## config.mk

```make
export PLATFORM = sky130hd
export DESIGN_NAME = json_string_unescape_utf8
export DESIGN_NICKNAME = d
export VERILOG_FILES = /design/src/jsu_pkg.sv /design/src/json_string_unescape_utf8.sv /design/src/jsu_step.sv /design/src/jsu_outbuf.sv
export SDC_FILE = /design/constraint.sdc
export NUM_CORES = 1
export LEC_CHECK = 0
export ABC_AREA = 0
export CAP_MARGIN = 10
export CORE_MARGIN = 4
export CORE_UTILIZATION = 30
export CTS_CLUSTER_SIZE = 20
export DETAILED_ROUTE_END_ITERATION = 16
export DONT_BUFFER_PORTS = 1
export PLACE_DENSITY = 0.54
export SYNTH_ARGS = -nofsm -noshare
export SYNTH_HDL_FRONTEND = slang
export SYNTH_SLANG_ARGS = --single-unit
```

## constraint.sdc

```tcl
create_clock -name clk_i -period 13.9 [get_ports clk_i]
set_clock_uncertainty 0.15 [all_clocks]
set_input_delay 1.39 -clock clk_i [delete_from_list [all_inputs] [get_ports clk_i]]
set_output_delay 1.39 -clock clk_i [all_outputs]
set_load 0.02 [all_outputs]
```

## src/jsu_pkg.sv

```systemverilog
`default_nettype none

package jsu_pkg;

  // decoder phases
  localparam logic [3:0] PH_IDLE = 4'd0;
  localparam logic [3:0] PH_BODY = 4'd1;
  localparam logic [3:0] PH_ESC  = 4'd2;
  localparam logic [3:0] PH_HEX  = 4'd3;
  localparam logic [3:0] PH_LBS  = 4'd4;
  localparam logic [3:0] PH_LU   = 4'd5;
  localparam logic [3:0] PH_LD   = 4'd6;
  localparam logic [3:0] PH_LX   = 4'd7;
  localparam logic [3:0] PH_LHEX = 4'd8;
  localparam logic [3:0] PH_CONT = 4'd9;

  // result kinds
  localparam logic [1:0] KIND_BYTE  = 2'd0;
  localparam logic [1:0] KIND_DONE  = 2'd1;
  localparam logic [1:0] KIND_ERR   = 2'd2;
  localparam logic [1:0] KIND_NOSTR = 2'd3;

  // error codes
  localparam logic [2:0] ERR_NONE = 3'd0;
  localparam logic [2:0] ERR_END  = 3'd1;
  localparam logic [2:0] ERR_ESC  = 3'd2;
  localparam logic [2:0] ERR_SURR = 3'd3;
  localparam logic [2:0] ERR_SEQ  = 3'd4;
  localparam logic [2:0] ERR_CHAR = 3'd5;

  // most results one input byte can cause
  localparam int unsigned MaxRes = 4;

  typedef struct packed {
    logic [3:0]  phase;
    logic [20:0] code_accum;
    logic [1:0]  digit_count;
    logic [7:0]  utf8_lead;
    logic [1:0]  utf8_remaining;
    logic [15:0] byte_count;
  } state_t;

  typedef struct packed {
    logic [1:0]  kind;
    logic [7:0]  out_value;
    logic [2:0]  error_code;
    logic [15:0] str_length;
  } result_t;

  typedef struct packed {
    logic [2:0]                cnt;
    result_t [MaxRes-1:0]      ent;
  } burst_t;

endpackage

`default_nettype wire

```

## src/json_string_unescape_utf8.sv

```systemverilog
`default_nettype none

// channel   dir  handshake             payload
// s_axis    in   tvalid/tready         tdata: in_byte, tuser: at_end
// m_axis    out  tvalid/tready/tlast   tdata: out_value, error_code, str_length
//                                      tuser: kind
// cfg       in   cfg_valid/cfg_ready   cfg_data: null_terminate
//
// an input byte is registered, then decoded combinationally into a burst of up
// to four results held in the result register. one byte per cycle while each
// byte yields at most one result and m_axis does not stall; a byte with several
// results holds the decode stage until the single result port has handed out
// its last. stalls on m_axis back up through the burst register into the input
// register. reset returns to idle, null mode on.
module json_string_unescape_utf8 (
  input  wire logic        clk_i,
  input  wire logic        rst_ni,
  input  wire logic        s_axis_tvalid_i,
  output logic             s_axis_tready_o,
  input  wire logic [7:0]  s_axis_tdata_i,   // [7:0] in_byte
  input  wire logic [0:0]  s_axis_tuser_i,   // [0] at_end
  output logic             m_axis_tvalid_o,
  input  wire logic        m_axis_tready_i,
  output logic [31:0]      m_axis_tdata_o,   // [7:0] out_value, [10:8] error_code,
                                             // [26:11] str_length, rest zero
  output logic [1:0]       m_axis_tuser_o,   // [1:0] kind
  output logic             m_axis_tlast_o,
  input  wire logic        cfg_valid_i,
  output logic             cfg_ready_o,
  input  wire logic        cfg_data_i
);

  logic             in_valid_q;
  logic [7:0]       in_byte_q;
  logic             in_end_q;
  logic             null_q;
  jsu_pkg::state_t  st_q;
  jsu_pkg::state_t  st_d;
  jsu_pkg::burst_t  burst;
  jsu_pkg::result_t res;
  logic             buf_free;
  logic             step_fire;

  // decode fires when the result register can take the burst
  assign step_fire       = in_valid_q && buf_free;
  assign s_axis_tready_o = !in_valid_q || step_fire;
  assign cfg_ready_o     = 1'b1;

  // input register
  always_ff @(posedge clk_i or negedge rst_ni) begin
    if (!rst_ni) begin
      in_valid_q <= 1'b0;
    end else if (s_axis_tready_o) begin
      in_valid_q <= s_axis_tvalid_i;
    end
  end

  always_ff @(posedge clk_i) begin
    if (s_axis_tvalid_i && s_axis_tready_o) begin
      in_byte_q <= s_axis_tdata_i;
      in_end_q  <= s_axis_tuser_i[0];
    end
  end

  // decoder state and configuration, all-zero state is idle
  always_ff @(posedge clk_i or negedge rst_ni) begin
    if (!rst_ni) begin
      st_q       <= '0;
      null_q     <= 1'b1;
    end else begin
      if (step_fire) st_q <= st_d;
      if (cfg_valid_i) null_q <= cfg_data_i;
    end
  end

  jsu_step u_step (
    .st_i        (st_q),
    .byte_i      (in_byte_q),
    .end_i       (in_end_q),
    .null_term_i (null_q),
    .st_o        (st_d),
    .burst_o     (burst)
  );

  jsu_outbuf u_outbuf (
    .clk_i   (clk_i),
    .rst_ni  (rst_ni),
    .load_i  (step_fire && burst.cnt != 3'd0),
    .burst_i (burst),
    .free_o  (buf_free),
    .valid_o (m_axis_tvalid_o),
    .ready_i (m_axis_tready_i),
    .res_o   (res),
    .last_o  (m_axis_tlast_o)
  );

  // output packing
  assign m_axis_tdata_o = {5'd0, res.str_length, res.error_code, res.out_value};
  assign m_axis_tuser_o = res.kind;

endmodule

`default_nettype wire

```

## src/jsu_step.sv

```systemverilog
`default_nettype none

// one decoder step: current state and one document byte give the next state
// and the burst of results that byte causes
module jsu_step (
  input  var jsu_pkg::state_t st_i,
  input  wire logic [7:0]     byte_i,
  input  wire logic           end_i,
  input  wire logic           null_term_i,
  output jsu_pkg::state_t     st_o,
  output jsu_pkg::burst_t     burst_o
);

  localparam logic [7:0] ChQuote  = 8'h22;
  localparam logic [7:0] ChBslash = 8'h5C;
  localparam logic [7:0] ChSlash  = 8'h2F;
  localparam logic [7:0] ChB      = 8'h62;
  localparam logic [7:0] ChF      = 8'h66;
  localparam logic [7:0] ChN      = 8'h6E;
  localparam logic [7:0] ChR      = 8'h72;
  localparam logic [7:0] ChT      = 8'h74;
  localparam logic [7:0] ChU      = 8'h75;
  localparam logic [7:0] ChUpC    = 8'h43;
  localparam logic [7:0] ChUpD    = 8'h44;
  localparam logic [7:0] ChUpF    = 8'h46;
  localparam logic [7:0] ChLoC    = 8'h63;
  localparam logic [7:0] ChLoD    = 8'h64;
  localparam logic [7:0] ChLoF    = 8'h66;

  typedef struct packed {
    logic [2:0]      n;
    logic [3:0][7:0] b;
  } enc_t;

  // hex digit decode: bit 4 is the valid flag
  function automatic logic [4:0] hex_dec(input logic [7:0] c);
    logic [4:0] r;
    r = '0;
    if (c >= 8'h30 && c <= 8'h39) r = {1'b1, 4'(c - 8'h30)};
    else if (c >= 8'h41 && c <= 8'h46) r = {1'b1, 4'(c - 8'h37)};
    else if (c >= 8'h61 && c <= 8'h66) r = {1'b1, 4'(c - 8'h57)};
    return r;
  endfunction

  // continuation bytes that follow a lead byte
  function automatic logic [1:0] lead_len(input logic [7:0] lead);
    logic [1:0] r;
    if (lead < 8'hE0) r = 2'd1;
    else if (lead < 8'hF0) r = 2'd2;
    else r = 2'd3;
    return r;
  endfunction

  // code point to utf-8 bytes
  function automatic enc_t utf8_enc(input logic [20:0] cp);
    enc_t e;
    e = '0;
    if (cp < 21'h80) begin
      e.n    = 3'd1;
      e.b[0] = cp[7:0];
    end else if (cp < 21'h800) begin
      e.n    = 3'd2;
      e.b[0] = {3'b110, cp[10:6]};
      e.b[1] = {2'b10, cp[5:0]};
    end else if (cp < 21'h10000) begin
      e.n    = 3'd3;
      e.b[0] = {4'b1110, cp[15:12]};
      e.b[1] = {2'b10, cp[11:6]};
      e.b[2] = {2'b10, cp[5:0]};
    end else begin
      e.n    = 3'd4;
      e.b[0] = {5'b11110, cp[20:18]};
      e.b[1] = {2'b10, cp[17:12]};
      e.b[2] = {2'b10, cp[11:6]};
      e.b[3] = {2'b10, cp[5:0]};
    end
    return e;
  endfunction

  jsu_pkg::state_t  st_d;
  jsu_pkg::result_t tail;
  logic             tail_en;
  logic             tail_done;
  logic [2:0]       nbytes;
  logic [3:0][7:0]  bvals;
  logic             clr_bc;
  logic             go_idle;
  logic             do_enc;
  logic [20:0]      enc_cp;
  enc_t             enc;
  logic [4:0]       hx;
  logic [15:0]      acc16;
  logic [1:0]       rem_dec;
  logic             first;
  logic             bad;
  logic [16:0]      bc_sum;
  logic [15:0]      bc_new;
  logic [15:0]      bc_base;

  always_comb begin
    st_d      = st_i;
    tail      = '0;
    tail_en   = 1'b0;
    tail_done = 1'b0;
    nbytes    = '0;
    bvals     = '0;
    clr_bc    = 1'b0;
    go_idle   = 1'b0;
    do_enc    = 1'b0;
    enc_cp    = '0;
    hx        = hex_dec(byte_i);
    acc16     = {st_i.code_accum[11:0], hx[3:0]};
    rem_dec   = st_i.utf8_remaining - 2'd1;
    first     = (st_i.utf8_remaining == lead_len(st_i.utf8_lead));
    bad       = 1'b0;

    // phase dispatch
    if (st_i.phase == jsu_pkg::PH_IDLE) begin
      if (end_i || byte_i != ChQuote) begin
        tail_en   = 1'b1;
        tail.kind = jsu_pkg::KIND_NOSTR;
      end else begin
        st_d                = '0;
        st_d.phase          = jsu_pkg::PH_BODY;
        clr_bc              = 1'b1;
      end
    end else if (end_i) begin
      tail_en         = 1'b1;
      tail.kind       = jsu_pkg::KIND_ERR;
      tail.error_code = jsu_pkg::ERR_END;
      go_idle         = 1'b1;
    end else begin
      unique case (st_i.phase)
        jsu_pkg::PH_BODY: begin
          if (byte_i == ChQuote) begin
            if (null_term_i) nbytes = 3'd1;
            tail_en   = 1'b1;
            tail_done = 1'b1;
            tail.kind = jsu_pkg::KIND_DONE;
            go_idle   = 1'b1;
          end else if (byte_i == ChBslash) begin
            st_d.phase = jsu_pkg::PH_ESC;
          end else if (byte_i < 8'h20) begin
            tail_en         = 1'b1;
            tail.kind       = jsu_pkg::KIND_ERR;
            tail.error_code = jsu_pkg::ERR_CHAR;
            go_idle         = 1'b1;
          end else if (byte_i < 8'h80) begin
            nbytes   = 3'd1;
            bvals[0] = byte_i;
          end else if (byte_i < 8'hC2 || byte_i > 8'hF4) begin
            tail_en         = 1'b1;
            tail.kind       = jsu_pkg::KIND_ERR;
            tail.error_code = jsu_pkg::ERR_SEQ;
            go_idle         = 1'b1;
          end else begin
            nbytes              = 3'd1;
            bvals[0]            = byte_i;
            st_d.utf8_lead      = byte_i;
            st_d.utf8_remaining = lead_len(byte_i);
            st_d.phase          = jsu_pkg::PH_CONT;
          end
        end
        jsu_pkg::PH_CONT: begin
          bad = byte_i < 8'h80 || byte_i > 8'hBF;
          if (first) begin
            if ((st_i.utf8_lead == 8'hE0 && byte_i < 8'hA0) ||
                (st_i.utf8_lead == 8'hED && byte_i > 8'h9F) ||
                (st_i.utf8_lead == 8'hF0 && byte_i < 8'h90) ||
                (st_i.utf8_lead == 8'hF4 && byte_i > 8'h8F)) begin
              bad = 1'b1;
            end
          end
          if (bad) begin
            tail_en         = 1'b1;
            tail.kind       = jsu_pkg::KIND_ERR;
            tail.error_code = jsu_pkg::ERR_SEQ;
            go_idle         = 1'b1;
          end else begin
            nbytes              = 3'd1;
            bvals[0]            = byte_i;
            st_d.utf8_remaining = rem_dec;
            if (rem_dec == 2'd0) st_d.phase = jsu_pkg::PH_BODY;
          end
        end
        jsu_pkg::PH_ESC: begin
          st_d.phase = jsu_pkg::PH_BODY;
          nbytes     = 3'd1;
          unique case (byte_i)
            ChQuote:  bvals[0] = ChQuote;
            ChBslash: bvals[0] = ChBslash;
            ChSlash:  bvals[0] = ChSlash;
            ChB:      bvals[0] = 8'h08;
            ChF:      bvals[0] = 8'h0C;
            ChN:      bvals[0] = 8'h0A;
            ChR:      bvals[0] = 8'h0D;
            ChT:      bvals[0] = 8'h09;
            ChU: begin
              nbytes           = 3'd0;
              st_d.code_accum  = '0;
              st_d.digit_count = '0;
              st_d.phase       = jsu_pkg::PH_HEX;
            end
            default: begin
              nbytes          = 3'd0;
              tail_en         = 1'b1;
              tail.kind       = jsu_pkg::KIND_ERR;
              tail.error_code = jsu_pkg::ERR_ESC;
              go_idle         = 1'b1;
            end
          endcase
        end
        jsu_pkg::PH_HEX: begin
          if (!hx[4]) begin
            tail_en         = 1'b1;
            tail.kind       = jsu_pkg::KIND_ERR;
            tail.error_code = jsu_pkg::ERR_ESC;
            go_idle         = 1'b1;
          end else begin
            st_d.code_accum = {5'd0, acc16};
            if (st_i.digit_count != 2'd3) begin
              st_d.digit_count = st_i.digit_count + 2'd1;
            end else begin
              st_d.digit_count = '0;
              if (acc16 >= 16'hD800 && acc16 < 16'hDC00) begin
                // high surrogate: keep the upper ten bits plus the plane offset
                st_d.code_accum = {11'({1'b0, acc16[9:0]} + 11'h40), 10'd0};
                st_d.phase      = jsu_pkg::PH_LBS;
              end else if (acc16 >= 16'hDC00 && acc16 < 16'hE000) begin
                tail_en         = 1'b1;
                tail.kind       = jsu_pkg::KIND_ERR;
                tail.error_code = jsu_pkg::ERR_SURR;
                go_idle         = 1'b1;
              end else begin
                do_enc = 1'b1;
                enc_cp = {5'd0, acc16};
              end
            end
          end
        end
        jsu_pkg::PH_LBS: begin
          if (byte_i != ChBslash) begin
            tail_en         = 1'b1;
            tail.kind       = jsu_pkg::KIND_ERR;
            tail.error_code = jsu_pkg::ERR_SURR;
            go_idle         = 1'b1;
          end else begin
            st_d.phase = jsu_pkg::PH_LU;
          end
        end
        jsu_pkg::PH_LU: begin
          if (byte_i != ChU) begin
            tail_en         = 1'b1;
            tail.kind       = jsu_pkg::KIND_ERR;
            tail.error_code = jsu_pkg::ERR_SURR;
            go_idle         = 1'b1;
          end else begin
            st_d.phase = jsu_pkg::PH_LD;
          end
        end
        jsu_pkg::PH_LD: begin
          if (byte_i != ChUpD && byte_i != ChLoD) begin
            tail_en         = 1'b1;
            tail.kind       = jsu_pkg::KIND_ERR;
            tail.error_code = jsu_pkg::ERR_SURR;
            go_idle         = 1'b1;
          end else begin
            st_d.phase = jsu_pkg::PH_LX;
          end
        end
        jsu_pkg::PH_LX: begin
          if ((byte_i >= ChUpC && byte_i <= ChUpF) ||
              (byte_i >= ChLoC && byte_i <= ChLoF)) begin
            // c..f maps to 0..3 in both cases
            st_d.code_accum  = st_i.code_accum | {11'd0, byte_i[1:0] + 2'd1, 8'd0};
            st_d.digit_count = '0;
            st_d.phase       = jsu_pkg::PH_LHEX;
          end else begin
            tail_en         = 1'b1;
            tail.kind       = jsu_pkg::KIND_ERR;
            tail.error_code = jsu_pkg::ERR_SURR;
            go_idle         = 1'b1;
          end
        end
        jsu_pkg::PH_LHEX: begin
          if (!hx[4]) begin
            tail_en         = 1'b1;
            tail.kind       = jsu_pkg::KIND_ERR;
            tail.error_code = jsu_pkg::ERR_ESC;
            go_idle         = 1'b1;
          end else if (st_i.digit_count == 2'd0) begin
            st_d.code_accum  = st_i.code_accum | {13'd0, hx[3:0], 4'd0};
            st_d.digit_count = 2'd1;
          end else begin
            st_d.code_accum  = st_i.code_accum | {17'd0, hx[3:0]};
            st_d.digit_count = '0;
            do_enc           = 1'b1;
            enc_cp           = st_i.code_accum | {17'd0, hx[3:0]};
          end
        end
        default: begin
          go_idle = 1'b1;
        end
      endcase
    end

    // code point output, escaped zero is refused in null mode
    enc = utf8_enc(enc_cp);
    if (do_enc) begin
      if (null_term_i && enc_cp == 21'd0) begin
        tail_en         = 1'b1;
        tail.kind       = jsu_pkg::KIND_ERR;
        tail.error_code = jsu_pkg::ERR_CHAR;
        go_idle         = 1'b1;
      end else begin
        nbytes     = enc.n;
        bvals      = enc.b;
        st_d.phase = jsu_pkg::PH_BODY;
      end
    end

    if (go_idle) begin
      st_d.phase          = jsu_pkg::PH_IDLE;
      st_d.code_accum     = '0;
      st_d.digit_count    = '0;
      st_d.utf8_lead      = '0;
      st_d.utf8_remaining = '0;
    end

    // saturating length
    bc_base = clr_bc ? 16'd0 : st_i.byte_count;
    bc_sum  = {1'b0, bc_base} + {14'd0, nbytes};
    bc_new  = bc_sum[16] ? 16'hFFFF : bc_sum[15:0];
    st_d.byte_count = bc_new;
    if (tail_done) tail.str_length = bc_new;
  end

  // burst assembly: decoded bytes first, then the closing item
  always_comb begin
    burst_o     = '0;
    burst_o.cnt = nbytes + {2'd0, tail_en};
    for (int i = 0; i < jsu_pkg::MaxRes; i++) begin
      if (3'(i) < nbytes) begin
        burst_o.ent[i].kind      = jsu_pkg::KIND_BYTE;
        burst_o.ent[i].out_value = bvals[i];
      end else if (tail_en && 3'(i) == nbytes) begin
        burst_o.ent[i] = tail;
      end
    end
  end

  assign st_o = st_d;

endmodule

`default_nettype wire

```

## src/jsu_outbuf.sv

```systemverilog
`default_nettype none

// result register: holds one burst and hands it out one result per cycle while ready_i is high
module jsu_outbuf (
  input  wire logic            clk_i,
  input  wire logic            rst_ni,
  input  wire logic            load_i,
  input  var jsu_pkg::burst_t  burst_i,
  output logic                 free_o,
  output logic                 valid_o,
  input  wire logic            ready_i,
  output jsu_pkg::result_t     res_o,
  output logic                 last_o
);

  jsu_pkg::result_t [jsu_pkg::MaxRes-1:0] ent_q;
  logic [2:0] cnt_q;
  logic [1:0] idx_q;
  logic       take;

  // current result and handshake
  assign valid_o = (cnt_q != 3'd0);
  assign res_o   = ent_q[idx_q];
  assign last_o  = ({1'b0, idx_q} + 3'd1 == cnt_q);
  assign take    = valid_o && ready_i;
  assign free_o  = !valid_o || (take && last_o);

  // burst payload
  always_ff @(posedge clk_i) begin
    if (load_i) ent_q <= burst_i.ent;
  end

  // count and read pointer
  always_ff @(posedge clk_i or negedge rst_ni) begin
    if (!rst_ni) begin
      cnt_q <= '0;
      idx_q <= '0;
    end else if (load_i) begin
      cnt_q <= burst_i.cnt;
      idx_q <= '0;
    end else if (take) begin
      if (last_o) begin
        cnt_q <= '0;
        idx_q <= '0;
      end else begin
        idx_q <= idx_q + 2'd1;
      end
    end
  end

endmodule

`default_nettype wire

```

Word-level counts from Yosys, hierarchy flattened
Index checks and enable logic that the tools add are counted.
{"block": "op_classes", "add_sub_neg": 11, "n_lt_le_gt_ge": 33, "n_eq_ne": 50, "n_mux": 189, "bitwise": 7, "n_reduce_logical": 55}
{"cell": "2-to-1 mux 21 bit", "n": 6}
{"cell": "2-to-1 mux 8 bit", "n": 15}
{"cell": "2-to-1 mux 16 bit", "n": 7}
{"cell": "2-to-1 mux 37 bit", "n": 3}
{"cell": "case mux 23 bit (4 select lines)", "n": 1}
{"cell": "2-to-1 mux 3 bit", "n": 27}
{"cell": "2-to-1 mux 25 bit", "n": 3}
{"cell": "2-to-1 mux 2 bit", "n": 35}
{"cell": "< comparator 8 bit, second input constant", "n": 8}
{"cell": "2-to-1 mux 32 bit", "n": 2}
{"cell": "binary-select mux 29 bit (select 2 bit)", "n": 1}
{"cell": "== test 8 x 7 -> 1 bit, second input constant", "n": 7}
{"cell": "case mux 7 bit (8 select lines)", "n": 1}
{"cell": "2-to-1 mux 27 bit", "n": 2}
{"cell": "2-to-1 mux 53 bit", "n": 1}
{"cell": "2-to-1 mux 1 bit", "n": 50}
{"cell": "2-to-1 mux 10 bit", "n": 5}
{"cell": "2-to-1 mux 4 bit", "n": 12}
{"cell": "2-to-1 mux 23 bit", "n": 2}
{"cell": "case mux 21 bit (2 select lines)", "n": 1}
{"cell": "== test 8 bit, second input constant", "n": 4}
{"cell": ">= comparator 16 bit, second input constant", "n": 2}
{"cell": ">= comparator 8 x 7 -> 1 bit, second input constant", "n": 4}
{"cell": "> comparator 8 bit, second input constant", "n": 4}
{"cell": "other kinds (69)", "n": 142}
{"block": "totals", "regBits": 185, "out_inout_bits": 38, "elab_cells": 373}

Longest topological paths before layout
Gate-level depths: netlist of the first run.
{"block": "depth", "word_depth": 25, "mapped_depth": 22, "ltp_nobuf": 18}

By module
From an unflattened synthesis of the first run, not the netlist that was laid out.
{"block": "unflattened", "hier_cells": 1082, "hier_area_um2": 11602.4}
{"module": "jsu_step", "instances": 1, "cells_each": 766, "area_per_inst_um2": 4556.9, "seq_area_each_um2": 0.0}
{"module": "jsu_outbuf", "instances": 1, "cells_each": 179, "area_per_inst_um2": 4458.0, "seq_area_each_um2": 3608.5}
{"module": "json_string_unescape_utf8", "instances": 1, "cells_each": 137, "area_per_inst_um2": 2587.5, "seq_area_each_um2": 1647.8}

Least setup slack after synthesis of the first run
Ideal clock, no wire load.
{"block": "synth_path", "kind": "register -> register", "from": "register in_byte_q[0]", "to": "register u_outbuf.cnt_q[0]", "setup_ns": 0.128, "t_arrival_ns": 9.571, "required_ns": 13.622, "path_slack_ns": 4.051, "path_stages_with_launch": 18, "path_buffers": 2, "synth_period_minus_slack_ns": 9.849, "path_cell_list": "edfxtp_1 > clkbuf_1 > inv_1 > ha_1 > nand2_1 > or4_1 > mux4_2 > nand2_1 > o311ai_4 > buf_2 > nor3_1 > a31oi_1 > ha_1 > ha_1 > xnor2_1 > a21oi_1 > a31oi_1 > a22o_1"}
{"block": "synth_between", "elab_chain_len": 25, "elab_cells_between_ends": 134}
{"element": "from (decl)", "line": "json_string_unescape_utf8.sv:34", "source": "logic [7:0] in_byte_q;"}
{"element": "from (signal assigned)", "line": "json_string_unescape_utf8.sv:60", "source": "in_byte_q <= s_axis_tdata_i;"}
{"element": ">= comparator 8 x 7 -> 1 bit or <= comparator 8 x 7 -> 1 bit (tied branches)", "line": "jsu_step.sv:41, jsu_step.sv:273"}
{"element": "logical AND 1 bit", "line": "jsu_step.sv:41", "source": "else if (c >= 8'h61 && c <= 8'h66) r = {1'b1, 4'(c - 8'h57)};"}
{"element": "2-to-1 mux 5 bit", "line": "jsu_step.sv:41"}
{"element": "2-to-1 mux 5 bit", "line": "jsu_step.sv:40", "source": "else if (c >= 8'h41 && c <= 8'h46) r = {1'b1, 4'(c - 8'h37)};"}
{"element": "2-to-1 mux 5 bit", "line": "jsu_step.sv:39", "source": "if (c >= 8'h30 && c <= 8'h39) r = {1'b1, 4'(c - 8'h30)};"}
{"element": ">= comparator 16 bit or < comparator 16 bit (tied branches)", "line": "jsu_step.sv:229", "source": "end else if (acc16 >= 16'hDC00 && acc16 < 16'hE000) begin"}
{"element": "logical AND 1 bit", "line": "jsu_step.sv:229"}
{"element": "2-to-1 mux 16 bit", "line": "jsu_step.sv:229"}
{"element": "[... 10 more ...]"}
{"element": "2-to-1 mux 3 bit", "line": "jsu_step.sv:310", "source": "if (null_term_i && enc_cp == 21'd0) begin"}
{"element": "2-to-1 mux 3 bit", "line": "jsu_step.sv:309", "source": "if (do_enc) begin"}
{"element": "adder 3 x 1 -> 3 bit *", "line": "jsu_step.sv:341", "source": "burst_o.cnt = nbytes + {2'd0, tail_en};"}
{"element": "nonzero test 3 bit *", "line": "json_string_unescape_utf8.sv:88", "source": ".load_i (step_fire && burst.cnt != 3'd0),"}
{"element": "logical AND 1 bit *", "line": "json_string_unescape_utf8.sv:88"}
{"element": "named net u_outbuf.load_i", "line": "jsu_outbuf.sv:7", "source": "input wire logic load_i,"}
{"element": "nonzero test 2 bit (no source line)"}
{"element": "AND reduction 2 bit (no source line)"}
{"element": "to (signal assigned)", "line": "jsu_outbuf.sv:39", "source": "cnt_q <= burst_i.cnt;"}
{"element": "to (decl)", "line": "jsu_outbuf.sv:17", "source": "logic [2:0] cnt_q;"}
The timed path passes the listed nets; every way through them passes the cells marked *. The select of a mux whose other input is x is not followed.
A chain may end at the register's enable or synchronous reset.

Worst setup path in the final report of the first run
{"block": "layout_path", "from": "register in_byte_q[0]", "to": "register u_outbuf.ent_q[11] (netlist bit), data pin"}
{"block": "layout_between", "elab_chain_len": 24, "elab_cells_between_ends": 142}
{"element": "parallel branches: the longest is 24 deep, another holds >= comparator 16 bit"}
{"element": "to (signal assigned)", "line": "jsu_outbuf.sv:30", "source": "if (load_i) ent_q <= burst_i.ent;"}
{"element": "to (decl)", "line": "jsu_outbuf.sv:16", "source": "jsu_pkg::result_t [jsu_pkg::MaxRes-1:0] ent_q;"}
Parallel ways; which one is timed is not known. The select of a mux whose other input is x is not followed.

==> results of run 1 <==
power groups by stage:
stage / Clock, mW / Sequential (mW) / Combinational [mW]
after global placement: 0 / 0.891 / 0.640
after CTS: 0.524 / 0.886 / 0.645
after detailed placement: 0 / 0.897 / 0.644
after floorplan: 0 / 0.878 / 0.514
after global routing: 0.544 / 0.905 / 0.689
final: 0.511 / 0.885 / 0.634
logic make-up after synthesis:
kind of cell,count (synthesis),share of synthesized area [%]
AOI/OAI and AO/OA,295,18.9
xor gates and xnor gates,21,1.75
adders and majority gates,17,2.09
buffers and inverters,105,4.31
DFF,182,49.1
muxes,36,6.91
other,2,0.0714
and+or+nand+nor,346,16.8
cell type report:
| cell class | count | share of cell area [%] |
|---|---|---|
| Inverter | 30 | 0.962 |
| Clock inverter | 14 | 1.61 |
| Clock buffer | 18 | 3.75 |
| Multi-Input combinational cell | 767 | 43.6 |
| Tap cell | 455 | 4.86 |
| Sequential cell | 182 | 44.1 |
| Timing Repair Buffer | 16 | 1.03 |
through the flow:
stage	std cells	hold slack (ns)	utilization [%]	worst slack [ns]	instance area (µm²)
after floorplan	1054	0.292	-	4.05	10700
after global placement	1450	0.306	32.1	7.68	11100
after detailed placement	1450	0.315	32.1	7.63	11100
after CTS	1482	0.332	33.9	7.62	11700
after global routing	1482	0.359	33.9	6.89	11700
final	1482	0.328	33.9	7.66	11700
sequential cells by signal, indices dropped and copies added, names as in the netlist:
| name | cells |
|---|---|
| u_outbuf.ent_q | 113 |
| in_end_q | 1 |
| in_valid_q | 1 |
| st_q | 53 |
| null_q | 1 |
| u_outbuf.cnt_q | 3 |
| u_outbuf.idx_q | 2 |
| in_byte_q | 8 |
worst max-delay path: stages (launching register included):
cell      delay (ns)
edfxtp_1        0.58
inv_1           0.18
ha_1            0.18
inv_1           0.07
o311ai_2        0.65
nand2_1         0.22
nand2_1         0.42
inv_1           0.47
nor3_1          0.64
nor2_1          0.21
ha_1            0.34
a21o_1          0.10
a21oi_1         0.17
nor4_1          0.92
nand3_1         0.20
xnor2_1         0.17
a21oi_1         0.22
nor2_1          0.08
final timing paths:
path	startpoint	endpoint	slack [ns]	cells past startpoint
max	in_byte_q[0]	u_outbuf.ent_q[11]	7.66	17
min	st_q[0]	st_q[0]	0.33	2
max reg2reg	in_byte_q[0]	u_outbuf.ent_q[11]	7.66	17
min reg2reg	st_q[0]	st_q[0]	0.33	2
max in group asynchronous	rst_ni	null_q	12.92	0
min in group asynchronous	rst_ni	st_q[18]	0.48	0
layout by cell type (no fill, tap or decap), types with 12 or more instances in the layout:
| cell | synthesis | routed |
|---|---|---|
| a211oi_1 | 13 | 13 |
| a21oi_1 | 73 | 72 |
| buf_4 | 6 | 16 |
| clkbuf_16 | 0 | 17 |
| conb_1 | 2 | 52 |
| dfrtp_1 | 59 | 58 |
| edfxtp_1 | 122 | 122 |
| ha_1 | 16 | 16 |
| inv_1 | 30 | 30 |
| mux4_2 | 29 | 29 |
| nand2_1 | 79 | 79 |
| nand2b_1 | 13 | 13 |
| nand3_1 | 30 | 30 |
| nor2_1 | 96 | 96 |
| nor2b_1 | 20 | 20 |
| nor3_1 | 33 | 33 |
| o21ai_0 | 73 | 73 |
| o2bb2ai_1 | 12 | 12 |
| xnor2_1 | 16 | 16 |
metal layers:
layer / part of all wire, % / GRT usage (%) / routed length [µm] / up-vias
met5: 0 / 0 / 0 / -
li1: - / - / - / 3769
met3: 5.9 / 2.95 / 1720 / 36
met4: 1.6 / 3.85 / 459 / 0
met2: 45 / 23.0 / 13100 / 272
met1: 48 / 22.7 / 14100 / 4000
==> results.yml, run 1 <==
power:
  p_leak_nw: 4.12
  combPwrFrac_pct: 31.2
  sw_frac_of_total_pct: 37.6
  p_int_mw: 1.27
  power_per_cell_area_mw_per_mm2: 173
  p_switching_mw: 0.764
  power_mw: 2.03
  peakVddDrop_mv: 0.104
  clkPwrFrac_pct: 25.2
  seqPwrFrac_pct: 43.6
floorplan:
  io_pins: 53
  rows: 68
  coreArea_mm2: 0.0345
  fp.dieW_um: 195
  die-area_mm2: 0.0381
  die_y_um: 195
  start_util_pct: 30.4
outcome:
  status: "completed"
yosys:
  synth.avg_cell_area_um2: 10.5
  synthArstFlopShare_pct: 33.0
  synth_most_common_cell: "edfxtp_1"
  synth-edff-count: 122
  yosysSeqAreaShare_pct: 49.1
  synthCells: 1004
  synth_ff_type: "edfxtp_1"
  yosys_warnings: 0
  synth_area_mm2: 0.0105
  synthTopCellsByCount: "edfxtp_1 (122), nor2_1 (96), nand2_1 (79)"
  yosys.area.top_type: "edfxtp_1"
  synth_area_leaders: "edfxtp_1 (35%), dfrtp_1 (14%), mux4_2 (6.2%)"
  yosysTopAreaCellShare_pct: 34.8
  yosysUniqueCellTypes: 92
  synth_seq_cells: 182
clock_network:
  postCtsSetupRepairBufs: 0
  numCtsBuffers: 17
  cts_htree_levels: 4
  ctsResizeCount: 0
  clk_latency_ns: 0.45
  postCtsHoldBufs: 0
  clockRootBuffer: "clkbuf_16"
  cts_tree: "built"
  clock_path_buffers: 2
  cts_sinks: 182
  clkSlewWorstSetupHoldPaths_ns: 0.08
worst_setup_path:
  worstSetupPathType: "reg -> reg"
  crit_arrival_ns: 6.28
  required_ns: 13.95
  path_max_fanout: 23
  cp-end-kind: "register"
  startpoint_type: "register"
route:
  first_iter_violations: 960
  wl_um: 29300
  drc: 0
  wl_per_cell_um: 19.8
  dr_total_vias: 8077
  via_per_inst: 5.45
  drtPass1Iterations: 7
  ant_nets: 0
finish:
  multi_input_area_mm2: 0.00511
  fillerInstances: 3540
  diodes: 0
  drive_gt1_share_pct: 10.5
  seqCellArea_mm2: 0.00517
  nNetsFinal: 1046
  synthToLayoutAreaGrowth_pct: 11.3
hold_path:
  hold_class: "reg -> reg"
sta:
  relSlewSlack_pct: 30.8
  rsz0062_at_grt: "false"
  tns_ns: 0
  timing.final.max_slew_violations: 0
  hold_viol: 0
  fmax_mhz: 160
  period_minus_slack_ns: 6.24
  tightest_slew_ns: 1.03
  setup_viol: 0
  fin_crit_sh_pct: 44.9
grt:
  grt_max_degree: 82
  grt_pass1_vias: 7677
  grt_pass1_wl_um: 46000
  grt_remaining_overflow: 0
  grt.total_usage_pct: 15.3
  antenna_found_initial: 0
placement:
  gp_congestion: 0.918
  io_buffers: 0
  dp_hpwl_um: 21100
job:
  maxCapViolCount: 0
Note: power is estimated with default switching activity, not from simulation.
==> run 2, diff against run 1 <==
--- a/config.mk
+++ b/config.mk
@@ -5,7 +5,7 @@
 export SDC_FILE = /design/constraint.sdc
 export NUM_CORES = 1
 export LEC_CHECK = 0
-export ABC_AREA = 0
+export ABC_AREA = 1
 export CAP_MARGIN = 10
 export CORE_MARGIN = 4
 export CORE_UTILIZATION = 30
==> constraint.sdc (replaced) <==
create_clock -name clk_i -period 5.8 [get_ports clk_i]
set_clock_uncertainty 0.15 [all_clocks]
set_input_delay 0.58 -clock clk_i [delete_from_list [all_inputs] [get_ports clk_i]]
set_output_delay 0.58 -clock clk_i [all_outputs]
set_load 0.02 [all_outputs]
==> run 2 against run 1 <==
Critical endpoint is now u_outbuf.ent_q[2]. Design area up 3.0%. Utilization up 0.69 points. Largest power group unchanged. Clock-buffer cell count unchanged. Maximum frequency up 18%. Largest cell class unchanged. Non-clock buffer count up 21. Global-route usage up 0.63 points. Via count up 14%. Worst hold slack worse by 0.26 ns. Clock power up 140%. Highest routed layer unchanged. First-iteration DRC count down 16%.
==> results.yml, run 2 <==
outcome:
  status: "completed"
yosys:
  synth_ff_type: "edfxtp_1"
  yosysUniqueCellTypes: 54
  synthTopCellsByCount: "nand2_1 (286), nor2_1 (210), inv_1 (130)"
  synth-xor-area-share_pct: 0.982
  yosysTopAreaCellShare_pct: 34.2
  yosysSeqAreaShare_pct: 48.3
  synth_mux_area_share_pct: 0
  synth_top_family_by_area: "simple AND/OR/NAND/NOR gates"
  synthArstFlopShare_pct: 33.0
  yosys_warnings: 0
  synth_compound_area_share_pct: 12.4
  synth-simple-area-share_pct: 28.2
  yosys.area.top_type: "edfxtp_1"
  synth_area_leaders: "edfxtp_1 (34%), dfrtp_1 (14%), nand2_1 (10%)"
  synth_seq_cells: 182
  synth.avg_cell_area_um2: 8.06
  synth-adder-area-share_pct: 2.06
  synth_area_mm2: 0.0107
  synth_most_common_cell: "nand2_1"
  synthCells: 1328
  synth-edff-count: 122
worst_setup_path:
  regToRegSetupSlack_ns: 0.53
  cpPeakStageDelay_ns: 0.43
  worstSetupPathType: "reg -> reg"
  rr_endpoint: "u_outbuf.ent_q[2]"
  path_max_fanout: 19
  required_ns: 5.93
  cpMaxStageDelayCell: "edfxtp_1"
  cp-end-kind: "register"
  worst-path-buf-inv: 7
  cp.depth: 29
  r2r-start: "in_byte_q[1]"
  rr_worst_depth: 29
  crit_arrival_ns: 5.40
  startpoint_type: "register"
  crit_family: "simple AND/OR/NAND/NOR gates"
sta:
  fmax_mhz: 190
  hold_viol: 0
  relSlewSlack_pct: 31.1
  fin_crit_sh_pct: 90.8
  period_minus_slack_ns: 5.27
  rsz0062_at_grt: "false"
  setup_ws_ns: 0.535
  timing.final.max_slew_violations: 0
  tightest_slew_ns: 1.03
  setup_viol: 0
  tns_ns: 0
clock_network:
  clockRootBuffer: "clkbuf_16"
  cts_sinks: 182
  clkSlewWorstSetupHoldPaths_ns: 0.08
  clock_path_buffers: 2
  cts_tree: "built"
  cts_htree_levels: 4
  numCtsBuffers: 17
  clk_latency_ns: 0.44
floorplan:
  coreArea_mm2: 0.0349
  die_y_um: 197
  io_pins: 53
  rows: 68
  fp.dieW_um: 197
  die-area_mm2: 0.0387
  start_util_pct: 30.7
route:
  first_iter_violations: 809
  dr_total_vias: 9193
  ant_nets: 0
  wl_um: 30900
  via_per_inst: 5.00
  drtPass1Iterations: 6
  wl_per_cell_um: 16.8
  drc: 0
finish:
  diodes: 0
  drive_gt1_share_pct: 7.96
  synthToLayoutAreaGrowth_pct: 12.8
  nNetsFinal: 1401
  seqCellArea_mm2: 0.00517
  layout.cells.most_common: "nand2_1"
  layout_common_cells: "nand2_1 (286), nor2_1 (209), inv_1 (129)"
  multi_input_area_mm2: 0.00488
  fillerInstances: 3638
  layout_top_registers: "u_outbuf.ent_q: 113 flops, st_q: 53 flops, in_byte_q: 8 flops"
  utilization_pct: 34.6
  largest_reg_flops: 113
  top_register: "u_outbuf.ent_q"
placement:
  dp_slack_ns: 0.372
  dp_hpwl_um: 21800
  io_buffers: 0
  gp_congestion: 0.933
grt:
  grt_use_met1_pct: 22.1
  grt_remaining_overflow: 0
  grt_max_degree: 86
  grt_pass1_vias: 8886
  top_usage_layer: "met2"
  grt.total_usage_pct: 15.9
  grtUsageMet2_pct: 25.6
  grt_pass1_wl_um: 49500
  antenna_found_initial: 0
  grt_use_met3_pct: 2.51
hold_path:
  hold_end: "null_q"
  hold_class: "in -> reg"
  hold_depth: 1
  worstHoldStart: "cfg_valid_i"
job:
  maxCapViolCount: 0
power:
  p_leak_nw: 5.09
  power_mw: 5.33
  peakVddDrop_mv: 0.240
  power_per_cell_area_mw_per_mm2: 442
[run 2: how the worst max path moves through the flow]
| stage | startpoint | endpoint | slack (ns) |
|---|---|---|---|
| 6_report | in_byte_q[1] | u_outbuf.ent_q[2] | 0.53 |
| 5_1_grt | in_byte_q[1] | u_outbuf.ent_q[2] | 0.04 |
| 4_1_cts | in_byte_q[0] | u_outbuf.ent_q[44] | 0.35 |
| 3_5_place_dp | in_byte_q[0] | u_outbuf.ent_q[44] | 0.37 |
| 3_3_place_gp | in_byte_q[4] | u_outbuf.ent_q[33] | 0.42 |
| 2_1_floorplan | in_byte_q[0] | u_outbuf.idx_q[0] | 0.31 |
[run 2: cell families after synthesis]
group,after synthesis
other,2
buffers and inverters,204
AOI/OAI and AO/OA,228
xor gates and xnor gates,12
and+or+nand+nor,683
adders and majority gates,17
DFF,182
[run 2: cell type report]
| cell class | count | share of cell area, % |
|---|---|---|
| Multi-Input combinational cell | 992 | 40.4 |
| Tap cell | 455 | 4.72 |
| Inverter | 139 | 4.36 |
| Sequential cell | 182 | 42.8 |
| Clock buffer | 18 | 3.56 |
| Timing Repair Buffer | 37 | 2.59 |
| Clock inverter | 14 | 1.51 |
[run 2: through the flow]
step / hold slack [ns] / area, µm² / cells
floorplan: 0.134 / 10900 / 1378
global placement: 0.139 / 11300 / 1789
detailed placement: 0.140 / 11300 / 1789
CTS: 0.0404 / 11900 / 1823
global route: 0.0546 / 12100 / 1837
finish: 0.0661 / 12100 / 1837
[run 2: where the power goes]
part           switching (mW)  internal (mW)
logic                    1.47          0.444
registers               0.182           2.03
clock network           0.582          0.625
[run 2: metal layers]
metal / up-vias / part of all wire, %
li1: 4535 / -
met1: 4360 / 47
met2: 261 / 46
met3: 37 / 4.7
met4: 0 / 1.9
met5: - / 0
[run 2: what timing repair did]
action	4_1_cts	5_1_grt
setup endpoints to repair	0	43
hold buffers	2	0
resized for setup	0	4
endpoints found under the hold margin	60	0
setup buffers	0	14
